$ cat config.mk
export PLATFORM = sky130hd
export DESIGN_NAME = recurring_timer_scheduler_top
export DESIGN_NICKNAME = d
export VERILOG_FILES = /design/src/design/rts_pkg.sv /design/src/design/rts_fire_pick.sv /design/src/design/recurring_timer_scheduler_top.sv
export SDC_FILE = /design/constraint.sdc
export NUM_CORES = 2
export LEC_CHECK = 0
export BUFFER_PORTS_ARGS = -buffer_cell sky130_fd_sc_hd__buf_2
export CORE_ASPECT_RATIO = 0.6
export CORE_UTILIZATION = 55
export DETAILED_ROUTE_END_ITERATION = 10
export GPL_TIMING_DRIVEN = 0
export PLACE_DENSITY_LB_ADDON = 0.08
export SETUP_SLACK_MARGIN = 0.05
export SYNTH_ARGS = -nofsm -noshare
export SYNTH_HDL_FRONTEND = slang
export SYNTH_HIERARCHICAL = 1
export SYNTH_SLANG_ARGS = --single-unit
export TNS_END_PERCENT = 30
$ cat constraint.sdc
create_clock -name clk_i -period 5.4 [get_ports clk_i]
set_clock_uncertainty 0.1 [all_clocks]
set_input_delay 0 -clock clk_i [delete_from_list [all_inputs] [get_ports clk_i]]
set_output_delay 0 -clock clk_i [all_outputs]
set_load 0.05 [all_outputs]
$ cat src/design/rts_pkg.sv
// Shared types and codes for the recurring timer scheduler.
`default_nettype none
package rts_pkg;

  localparam int unsigned IntervalBits = 16;

  localparam logic [1:0] CMD_SCHEDULE = 2'd0;
  localparam logic [1:0] CMD_TICK     = 2'd1;
  localparam logic [1:0] CMD_COMPLETE = 2'd2;

  localparam logic [2:0] ST_NOTHING   = 3'd0;
  localparam logic [2:0] ST_SCHEDULED = 3'd1;
  localparam logic [2:0] ST_REJECTED  = 3'd2;
  localparam logic [2:0] ST_FIRED     = 3'd3;
  localparam logic [2:0] ST_COMPLETED = 3'd4;
  localparam logic [2:0] ST_NO_FLIGHT = 3'd5;

  typedef struct packed {
    logic [1:0]              cmd;
    logic [IntervalBits-1:0] interval_ms;
    logic                    keep_running;
  } in_word_t;

  typedef struct packed {
    logic [2:0]  status;
    logic [3:0]  task_handle;
    logic [31:0] due_time;
    logic [4:0]  pending_count;
  } out_word_t;

endpackage
`default_nettype wire

$ cat src/design/rts_fire_pick.sv
// Running selection of the most overdue armed slot during a table scan.
`default_nettype none
module rts_fire_pick #(
  parameter int unsigned SLOTS     = 16,
  parameter int unsigned TIME_BITS = 32
) (
  input  wire logic                       clk_i,
  input  wire logic                       rst_ni,
  input  wire logic                       start_i,
  input  wire logic                       valid_i,
  input  wire logic [$clog2(SLOTS)-1:0]   slot_i,
  input  wire logic                       armed_i,
  input  wire logic [TIME_BITS-1:0]       deadline_i,
  input  wire logic [TIME_BITS-1:0]       now_i,
  output logic                            found_o,
  output logic [$clog2(SLOTS)-1:0]        slot_o,
  output logic [TIME_BITS-1:0]            deadline_o
);

  localparam int unsigned SW = $clog2(SLOTS);

  logic [TIME_BITS-1:0] late;
  logic                 take;
  logic                 found_q;
  logic [SW-1:0]        slot_q;
  logic [TIME_BITS-1:0] dl_q;
  logic [TIME_BITS-1:0] late_q;

  assign late = now_i - deadline_i;
  assign take = valid_i && armed_i && !late[TIME_BITS-1] && (!found_q || (late > late_q));

  always_ff @(posedge clk_i or negedge rst_ni) begin
    if (!rst_ni) begin
      found_q <= 1'b0;
    end else if (start_i) begin
      found_q <= 1'b0;
    end else if (take) begin
      found_q <= 1'b1;
    end
  end

  always_ff @(posedge clk_i) begin
    if (take && !start_i) begin
      slot_q <= slot_i;
      dl_q   <= deadline_i;
      late_q <= late;
    end
  end

  assign found_o    = found_q;
  assign slot_o     = slot_q;
  assign deadline_o = dl_q;

endmodule
`default_nettype wire

$ cat src/design/recurring_timer_scheduler_top.sv
// Recurring timer scheduler: earliest-deadline timer queue over a slot table.
// Items are handled one at a time. A schedule word walks the slot table for
// the lowest free slot, one slot per cycle. A tick word scans every slot
// through the single read port of the entry RAM and one shared late-time
// comparator, unless a task is in flight; then it goes straight to the
// finish step. A completion word with a task in flight first does a
// read-modify-write of the slot entry before the same scan. An unknown
// command goes straight to the finish step. One result word is produced per
// input word and waits in an output register; the next input word is taken
// meanwhile, and the finish step holds while an earlier result is unread.
`default_nettype none
module recurring_timer_scheduler_top #(
  parameter int unsigned SLOTS     = 16,
  parameter int unsigned TIME_BITS = 32
) (
  input  wire logic                clk_i,
  input  wire logic                rst_ni,
  input  wire logic                in_valid_i,
  output logic                     in_ready_o,
  input  wire rts_pkg::in_word_t   in_word_i,
  output logic                     out_valid_o,
  input  wire logic                out_ready_i,
  output rts_pkg::out_word_t       out_word_o
);

  import rts_pkg::*;

  localparam int unsigned SW = $clog2(SLOTS);
  localparam int unsigned CW = $clog2(SLOTS + 1);
  localparam int unsigned TB = TIME_BITS;
  localparam int unsigned EW = TIME_BITS + IntervalBits;

  localparam logic [2:0] S_IDLE   = 3'd0;
  localparam logic [2:0] S_FREE   = 3'd1;
  localparam logic [2:0] S_CMP_RD = 3'd2;
  localparam logic [2:0] S_CMP_WR = 3'd3;
  localparam logic [2:0] S_FIRE   = 3'd4;
  localparam logic [2:0] S_DRAIN  = 3'd5;
  localparam logic [2:0] S_PICK   = 3'd6;
  localparam logic [2:0] S_FINISH = 3'd7;

  logic [2:0]              state_q, state_d;
  logic [TB-1:0]           now_q, now_d;
  logic [SLOTS-1:0]        armed_q, armed_d;
  logic                    in_flight_q, in_flight_d;
  logic [SW-1:0]           ifs_q, ifs_d;
  logic [CW-1:0]           pending_q, pending_d;
  logic [SW-1:0]           idx_q, idx_d;
  logic                    out_valid_q, out_valid_d;
  out_word_t               out_q, out_d;
  logic [IntervalBits-1:0] ivl_q, ivl_d;
  logic                    keep_q, keep_d;
  logic [2:0]              st_q, st_d;
  logic [SW-1:0]           hdl_q, hdl_d;
  logic [TB-1:0]           due_q, due_d;
  logic                    rv_q;
  logic [SW-1:0]           ridx_q;

  logic [EW-1:0]           mem_q [SLOTS];
  logic [EW-1:0]           rd_q;
  logic                    we;
  logic [SW-1:0]           wa;
  logic [EW-1:0]           wd;
  logic [SW-1:0]           ra;

  logic                    last;
  logic                    slot_free;
  logic [TB-1:0]           rearm_dl;
  logic                    pick_found;
  logic [SW-1:0]           pick_slot;
  logic [TB-1:0]           pick_dl;

  assign last      = (idx_q == SW'(SLOTS - 1));
  assign slot_free = !armed_q[idx_q] && !(in_flight_q && (ifs_q == idx_q));
  assign rearm_dl  = rd_q[TB-1:0] + TB'(rd_q[EW-1:TB]);
  assign ra        = (state_q == S_CMP_RD) ? ifs_q : idx_q;

  always_ff @(posedge clk_i) begin
    if (we) begin
      mem_q[wa] <= wd;
    end
    rd_q <= mem_q[ra];
  end

  rts_fire_pick #(
    .SLOTS     (SLOTS),
    .TIME_BITS (TIME_BITS)
  ) u_pick (
    .clk_i      (clk_i),
    .rst_ni     (rst_ni),
    .start_i    (state_q == S_IDLE),
    .valid_i    (rv_q),
    .slot_i     (ridx_q),
    .armed_i    (armed_q[ridx_q]),
    .deadline_i (rd_q[TB-1:0]),
    .now_i      (now_q),
    .found_o    (pick_found),
    .slot_o     (pick_slot),
    .deadline_o (pick_dl)
  );

  always_comb begin
    state_d     = state_q;
    now_d       = now_q;
    armed_d     = armed_q;
    in_flight_d = in_flight_q;
    ifs_d       = ifs_q;
    pending_d   = pending_q;
    idx_d       = idx_q;
    out_valid_d = out_valid_q;
    out_d       = out_q;
    ivl_d       = ivl_q;
    keep_d      = keep_q;
    st_d        = st_q;
    hdl_d       = hdl_q;
    due_d       = due_q;
    we          = 1'b0;
    wa          = idx_q;
    wd          = {ivl_q, now_q + TB'(ivl_q)};

    if (out_valid_q && out_ready_i) begin
      out_valid_d = 1'b0;
    end

    unique case (state_q)
      S_IDLE: begin
        if (in_valid_i) begin
          ivl_d  = in_word_i.interval_ms;
          keep_d = in_word_i.keep_running;
          st_d   = ST_NOTHING;
          hdl_d  = '0;
          due_d  = '0;
          idx_d  = '0;
          unique case (in_word_i.cmd)
            CMD_SCHEDULE: state_d = S_FREE;
            CMD_TICK: begin
              now_d   = now_q + TB'(1);
              state_d = in_flight_q ? S_FINISH : S_FIRE;
            end
            CMD_COMPLETE: begin
              if (in_flight_q) begin
                state_d = S_CMP_RD;
              end else begin
                st_d    = ST_NO_FLIGHT;
                state_d = S_FIRE;
              end
            end
            default: state_d = S_FINISH;
          endcase
        end
      end
      S_FREE: begin
        if (slot_free) begin
          we             = 1'b1;
          armed_d[idx_q] = 1'b1;
          pending_d      = pending_q + CW'(1);
          st_d           = ST_SCHEDULED;
          hdl_d          = idx_q;
          due_d          = now_q + TB'(ivl_q);
          state_d        = S_FINISH;
        end else if (last) begin
          st_d    = ST_REJECTED;
          state_d = S_FINISH;
        end else begin
          idx_d = idx_q + SW'(1);
        end
      end
      S_CMP_RD: state_d = S_CMP_WR;
      S_CMP_WR: begin
        in_flight_d = 1'b0;
        st_d        = ST_COMPLETED;
        hdl_d       = ifs_q;
        if (keep_q) begin
          we             = 1'b1;
          wa             = ifs_q;
          wd             = {rd_q[EW-1:TB], rearm_dl};
          armed_d[ifs_q] = 1'b1;
          pending_d      = pending_q + CW'(1);
          due_d          = rearm_dl;
        end
        state_d = S_FIRE;
      end
      S_FIRE: begin
        if (last) begin
          state_d = S_DRAIN;
        end else begin
          idx_d = idx_q + SW'(1);
        end
      end
      S_DRAIN: state_d = S_PICK;
      S_PICK: begin
        if (pick_found) begin
          armed_d[pick_slot] = 1'b0;
          pending_d          = pending_q - CW'(1);
          in_flight_d        = 1'b1;
          ifs_d              = pick_slot;
          st_d               = ST_FIRED;
          hdl_d              = pick_slot;
          due_d              = pick_dl;
        end
        state_d = S_FINISH;
      end
      S_FINISH: begin
        if (!out_valid_q || out_ready_i) begin
          out_valid_d             = 1'b1;
          out_d.status            = st_q;
          out_d.task_handle       = 4'(hdl_q);
          out_d.due_time          = 32'(due_q);
          out_d.pending_count     = 5'(pending_q);
          state_d                 = S_IDLE;
        end
      end
      default: state_d = S_IDLE;
    endcase
  end

  always_ff @(posedge clk_i or negedge rst_ni) begin
    if (!rst_ni) begin
      state_q     <= S_IDLE;
      now_q       <= '0;
      armed_q     <= '0;
      in_flight_q <= 1'b0;
      ifs_q       <= '0;
      pending_q   <= '0;
      idx_q       <= '0;
      out_valid_q <= 1'b0;
      rv_q        <= 1'b0;
    end else begin
      state_q     <= state_d;
      now_q       <= now_d;
      armed_q     <= armed_d;
      in_flight_q <= in_flight_d;
      ifs_q       <= ifs_d;
      pending_q   <= pending_d;
      idx_q       <= idx_d;
      out_valid_q <= out_valid_d;
      rv_q        <= (state_q == S_FIRE);
    end
  end

  always_ff @(posedge clk_i) begin
    out_q  <= out_d;
    ivl_q  <= ivl_d;
    keep_q <= keep_d;
    st_q   <= st_d;
    hdl_q  <= hdl_d;
    due_q  <= due_d;
    ridx_q <= idx_q;
  end

  assign in_ready_o  = (state_q == S_IDLE);
  assign out_valid_o = out_valid_q;
  assign out_word_o  = out_q;

  a_flight_not_armed: assert property (@(posedge clk_i) disable iff (!rst_ni)
    in_flight_q |-> !armed_q[ifs_q])
    else $error("in-flight slot is still armed");

  a_pending_matches: assert property (@(posedge clk_i) disable iff (!rst_ni)
    pending_q == CW'($countones(armed_q)))
    else $error("pending count out of step with armed slots");

  a_fired_in_flight: assert property (@(posedge clk_i) disable iff (!rst_ni)
    (state_q == S_FINISH && st_q == ST_FIRED) |-> in_flight_q)
    else $error("fired word without a task in flight");

  a_complete_clears: assert property (@(posedge clk_i) disable iff (!rst_ni)
    (state_q == S_CMP_WR) |=> !in_flight_q || (state_q == S_FINISH))
    else $error("completion left a task in flight");

endmodule
`default_nettype wire

After elaboration in Yosys (flattened, before gate mapping). Memories as Yosys holds them, arrays and structs flattened. A register that Yosys moved wholly into a read port is not among the register bits. Cells that the tools add are included.

RAM bits: 768. Input bits: 23. Memories: 1. Output and inout bits: 46. Register bits after elaboration: 240. Word-level logic and storage cells: 161.

Equality and inequality tests: 19. Bitwise gates (word level): 4. Muxes and demuxes: 63. Reductions and logical operators: 36. Add/subtract/negate cells: 7. Order comparisons: 8.

Memories: mem_q (depth 16, bits a word 48, rd ports 1, clocked after Yosys merged registers in 1, wr ports 1, line recurring_timer_scheduler_top.sv:59) `logic [EW-1:0] mem_q [SLOTS];`.

Operators by type and width (number): $mux 32 (4); $pmux 32 s4 (1); $mux 48 (2); $add 32x16->32 (2); $mux 16 (3); $pmux 16 s3 (1); $mux 3 (12); $add 32x1->32 const B (1); $gt 32x32->1 (1); $mux 4 (8); $or 16x16->16 (2); $sub 32x32->32 (1); $pmux 3 s8 (1); $lt 4x5->1 const B (4); $and 16x16->16 (1); $not 16->16 (1); $pmux 4 s4 (1); $reduce_and 4->1 (4); $mux 1 (15); $mux 5 (3); $pmux 5 s3 (1); $demux 1 s4 (3); $eq 3x3->1 const B (4); $ge 4x1->1 const B (3); other kinds (29) (58).

Depth between registers and ports, before layout.
Word-level depth: 8. Mapped depth: 20. Mapped depth without buffers: 20.

Cells and area by module. The synthesis kept the hierarchy.

By module, submodules not included: recurring_timer_scheduler_top (instances 1, cells each 2341, seq. area each 28782.6 µm², area an instance 40268.6 µm²); rts_fire_pick (instances 1, cells each 449, seq. area each 2067.0 µm², area an instance 4689.5 µm²).

Worst setup path before layout. OpenSTA, ideal clock, no wires.

Path type: register -> register. From: register now_q[0]. To: register u_pick.dl_q[0], in the netlist u_pick/deadline_o[0], enable pin. Cell stages (with the launch flop): 20. Library setup time: 0.434 ns. Slack: -0.128 ns. Period minus slack after synthesis: 5.528 ns. Data arrival time: 4.994 ns. Data required time: 4.866 ns. Buffers on the path: 0. Cells stage by stage: dfrtp_1 inv_1 ha_1 fa_1 nand2b_1 a21o_1 a211oi_2 nor3_2 o21bai_1 a21oi_2 mux2i_1 o221ai_1 ha_1 nand4_1 nor4_1 nand2_1 a21oi_1 a2111oi_0 o211ai_1 and4bb_1.

Longest elaborated chain between the ends: 5. Elaborated cells between the ends (all ways): 7. Those cells by class: add/sub: 1; order compare: 1; reduce/logical: 5.

RTL lines: start: declaration (line recurring_timer_scheduler_top.sv:43) `logic [TB-1:0] now_q, now_d;`; start signal: assignment (line recurring_timer_scheduler_top.sv:230) `now_q <= now_d;`; $sub 32x32->32 (line rts_fire_pick.sv:29) `assign late = now_i - deadline_i;`; via u_pick.late[20] (line rts_fire_pick.sv:22) `logic [TIME_BITS-1:0] late;`; $gt 32x32->1 (line rts_fire_pick.sv:30) `assign take = valid_i && armed_i && !late[TIME_BITS-1] && (!found_q || (late > late_q));`; $logic_or 1x1->1 (line rts_fire_pick.sv:30); $logic_and 1x1->1 (line rts_fire_pick.sv:30); $logic_and 1x1->1 (line rts_fire_pick.sv:43) `if (take && !start_i) begin`; end signal: assignment (line rts_fire_pick.sv:45) `dl_q <= deadline_i;`; end: declaration (line rts_fire_pick.sv:26) `logic [TIME_BITS-1:0] dl_q;`.

The timed path passes the listed nets, and every way through them passes these cells. A chain may end at the register's enable or synchronous reset.

Final worst setup path.
From: register now_q[0]. To: register u_pick.dl_q[14], in the netlist u_pick/deadline_o[14], enable pin.

Same word-level chain as after synthesis.

==> flow_summary.yaml <==
place:
  gp_congestion: 0.915
  dp_hpwl_um: 88800
  postPlaceCellArea_um2: 47600
  port_buffers: 68
  dp_slack_ps: -1150
worst_setup_path:
  r2r_slack_ps: 230
  worst-path-buf-inv: 4
  r2r_end: "u_pick/deadline_o[14]$_DFFE_PP_"
  cp.arrival_ps: 5460
  worstReg2RegStart: "now_q[0]$_DFFE_PN0P_"
  cp_max_fo: 9
  startpoint_type: "register"
  cp_top_family: "compound AO/OA/AOI/OAI gates"
  crit_path_max_incr_delay_ps: 400
  required_ps: 5690
  critPathSlowestCell: "fa_1"
  r2r_cells: 21
  crit_chain: "inv_1 -> ha_1 -> fa_1 -> nand2b_1 -> a21o_1 -> a211oi_4 -> o21ai_4 -> a21oi_2 -> nor3_4 -> xnor2_1 -> ha_1 -> nand3_1 -> nor4_4 -> buf_4 -> nand2_1 -> a21oi_2 -> a2111oi_1 -> o211ai_1 -> and4bb_4 -> buf_12 -> clkbuf_16"
  critPathCapture: "u_pick/deadline_o[14]$_DFFE_PP_"
  crit_start: "now_q[0]$_DFFE_PN0P_"
  path_depth: 21
  end_kind: "register"
  crit_type: "reg2reg"
floorplan:
  io_pins: 69
  die_width_um: 371
  die_y_um: 223
  start_util_pct: 56.1
  rows: 80
  floorplan.die_area_um2: 82900
  core_region_area_um2: 80200
clock_network:
  cts.sinks: 1056
  cts_root_buf: "clkbuf_16"
  clk_latency_ps: 700
  cts_tree: "yes"
  htree_levels: 3
  cts_buffer_depth: 3
  path_clk_slew_ps: 70
  cts_made_buffers: 93
finish:
  insertedDiodeCount: 0
  area_growth_pct: 14.8
  design_area_um2: 51600
  nets: 3190
  final_util_pct: 64.4
  drive_gt1_share_pct: 19.4
synth:
  ys_ff_latch: 1056
  syn_nets: 2920
  ys.flop_type: "edfxtp_1"
  synth_area_um2: 45000
  synth_cell_types: 84
  syn_avg_cell_area_um2: 16.1
  ys.warnings.count: 6
  synth_edf_count: 936
  yosysSeqAreaShare_pct: 68.6
  syn-instance-count: 2790
  synth-async-reset-ratio_pct: 6.44
status:
  outcome: "finished with violations"
  violations: "max-capacitance violations, max-slew violations"
route:
  antenna_left: 0
  wl_met3_um: 17300
  wl_met2_um: 51900
  viasPerCell: 6.44
  drc_errors: 0
  drtPass1Iterations: 6
  wl_per_cell_um: 30.2
  m1WireLength_um: 54800
  detail_route.iter0.violations: 3704
  routed_wl_um: 127000
  maxUsedRoutingLayer: "met5"
  dr_total_vias: 27093
sta:
  rsz0062_at_grt: "no"
  worst_pin_slew_ps: 1460
  finalSetupTns_ps: 0
  hold_ws_ps: 140
  relSlewSlack_pct: -0.324
  finalMaxSlewViolations: 1
  setup_viol: 0
  finalHoldViolations: 0
  fmax_mhz: 193
  min_period_ps: 5170
  finalCritPeriodShare_pct: 95.7
  setup_slack_ps: 232
global_routing:
  grt_pass1_wl_um: 180000
  grt_pass1_vias: 25683
  antenna_found_initial: 2
  grt_max_degree: 59
  grt_use_total_pct: 30.9
  grt_overflow_total: 0
min_path:
  hold_path.class: "in2reg"
run:
  drv_cap: 1
power_and_ir_drop:
  power.density_nw_per_um2: 523
  leakagePower_nw: 17.8
  ir_drop_mv: 0.355
[logic make-up (layout without fill, tap and decap cells)]
kind of cell / count (synthesis) / in the layout / share of synthesized area, %
flops: 1056 / 1056 / 68.6
simple gates: 594 / 595 / 6.33
xor+xnor: 129 / 129 / 2.51
compound gates: 450 / 450 / 6.55
fa+ha+maj: 107 / 107 / 3.04
buf+inv: 217 / 566 / 1.99
mux: 237 / 237 / 11.0
[metal layers]
layer,track usage (%),vias to the layer above
li1,-,11424
met1,47.9,13904
met2,41.5,1591
met3,11.1,172
met4,7.20,2
met5,1.28,-
[worst reg2reg max path: stages (launching register included)]
cell	delay (ps)
dfrtp_2	390
inv_1	50
ha_1	200
fa_1	400
nand2b_1	200
a21o_1	250
a211oi_4	400
o21ai_4	140
a21oi_2	260
nor3_4	90
xnor2_1	160
ha_1	310
nand3_1	280
nor4_4	350
buf_4	180
nand2_1	70
a21oi_2	170
a2111oi_1	80
o211ai_1	140
and4bb_4	290
buf_12	160
clkbuf_16	190
[sequential cells by signal, summed over array words and instances (netlist names), 5 cells and up]
| name | flops |
|---|---|
| mem_q | 768 |
| now_q | 32 |
| armed_q | 16 |
| out_word_o | 44 |
| ivl_q | 16 |
| pending_q | 5 |
| u_pick/late_q | 32 |
| u_pick/deadline_o | 32 |
| due_q | 32 |
| rd_q | 48 |
[how the worst min path moves through the flow]
| stage | from | endpoint | cells after the start |
|---|---|---|---|
| 2_1_floorplan | rst_ni | armed_q[0]$_DFFE_PN0P_ | 0 |
| 3_3_place_gp | in_word_i[14] | ivl_q[13]$_DFFE_PP_ | 1 |
| 3_5_place_dp | rst_ni | armed_q[10]$_DFFE_PN0P_ | 1 |
| 4_1_cts | out_ready_i | out_valid_o$_DFF_PN0_ | 4 |
| 5_1_grt | out_ready_i | out_valid_o$_DFF_PN0_ | 4 |
| 6_report | out_ready_i | out_valid_o$_DFF_PN0_ | 4 |
[stage by stage]
step                      power, mW  cells
final                          27.0   4206
after global routing           28.0   4206
after CTS                      26.8   4195
after detailed placement       19.8   3970
after global placement         19.6   3924
after floorplan                16.5   2790
[timing repair]
item                       in CTS  in global routing
setup buffers                   6                  5
gates cloned                    1                  4
pin swaps                       1                  8
hold endpoints to repair      123                  0
setup endpoints to repair      68                 68
gates resized for setup         5                 23
hold buffers                   43                  0
[Yosys cell counts (7+ instances only)]
library cell | number | share of area (%)
a21oi_1 | 97 | 1.1
o21ai_0 | 87 | 0.97
o21a_1 | 10 | 0.17
o21bai_1 | 8 | 0.13
edfxtp_1 | 936 | 63
and3_1 | 19 | 0.26
nand3_1 | 38 | 0.42
xor2_1 | 56 | 1.1
mux2_2 | 8 | 0.20
a21o_1 | 34 | 0.57
dfrtp_1 | 68 | 3.8
mux2i_1 | 26 | 0.58
a31oi_1 | 68 | 0.95
o221ai_1 | 17 | 0.33
clkbuf_1 | 78 | 0.65
a211oi_1 | 56 | 0.94
inv_1 | 92 | 0.77
nor3_1 | 27 | 0.30
buf_2 | 24 | 0.27
dfxtp_1 | 52 | 2.3
mux4_2 | 199 | 10
buf_4 | 9 | 0.15
xnor2_1 | 73 | 1.4
buf_1 | 10 | 0.083
and2_1 | 56 | 0.78
nor2b_1 | 14 | 0.19
ha_1 | 103 | 2.9
nand4_1 | 21 | 0.29
nor2_1 | 93 | 0.78
nor4_1 | 10 | 0.14
a22oi_1 | 7 | 0.12
nand2b_1 | 24 | 0.33
o211ai_1 | 11 | 0.18
o21ai_1 | 9 | 0.10
nand2_1 | 263 | 2.2
[power breakdown]
group | switching, mW | internal, mW | leakage (nW) | total, mW
logic | 5.92 | 3.55 | 6.57 | 9.47
registers | 0.656 | 9.89 | 9.66 | 10.5
clock network | 3.06 | 3.91 | 1.56 | 6.97
total | 9.63 | 17.3 | 17.8 | 27.0
[placed cells by master, fill, tap and decap left out, types with 14 or more instances in the layout]
cell type	count
edfxtp_1	936
nand2_1	263
mux4_2	199
ha_1	102
clkbuf_1	99
clkbuf_16	97
a21oi_1	95
inv_1	92
buf_2	91
nor2_1	77
o21ai_0	77
xnor2_1	73
a31oi_1	68
dfrtp_1	66
and2_1	56
xor2_1	55
a211oi_1	55
dfxtp_1	46
dlygate4sd3_1	43
nand3_1	38
buf_12	36
a21o_1	34
nor3_1	27
buf_4	25
nand2b_1	24
nand4_1	21
and3_1	19
nor2_4	18
mux2i_1	17
o21ai_1	17
clkinv_2	17
o221ai_1	16
nor2b_1	14
clkbuf_8	14
[cell type report]
| type | count | area, µm² |
|---|---|---|
| repair buffers | 174 | 1820 |
| flip-flops and latches | 1056 | 30900 |
| inverters | 94 | 353 |
| fillers | 5559 | 28600 |
| multi-input cells | 1518 | 13500 |
| plain buffers | 123 | 541 |
| well taps | 1066 | 1330 |
| clock buffers | 129 | 2620 |
| clock inverters | 46 | 562 |
No activity file was read; power rests on OpenSTA's default activity.
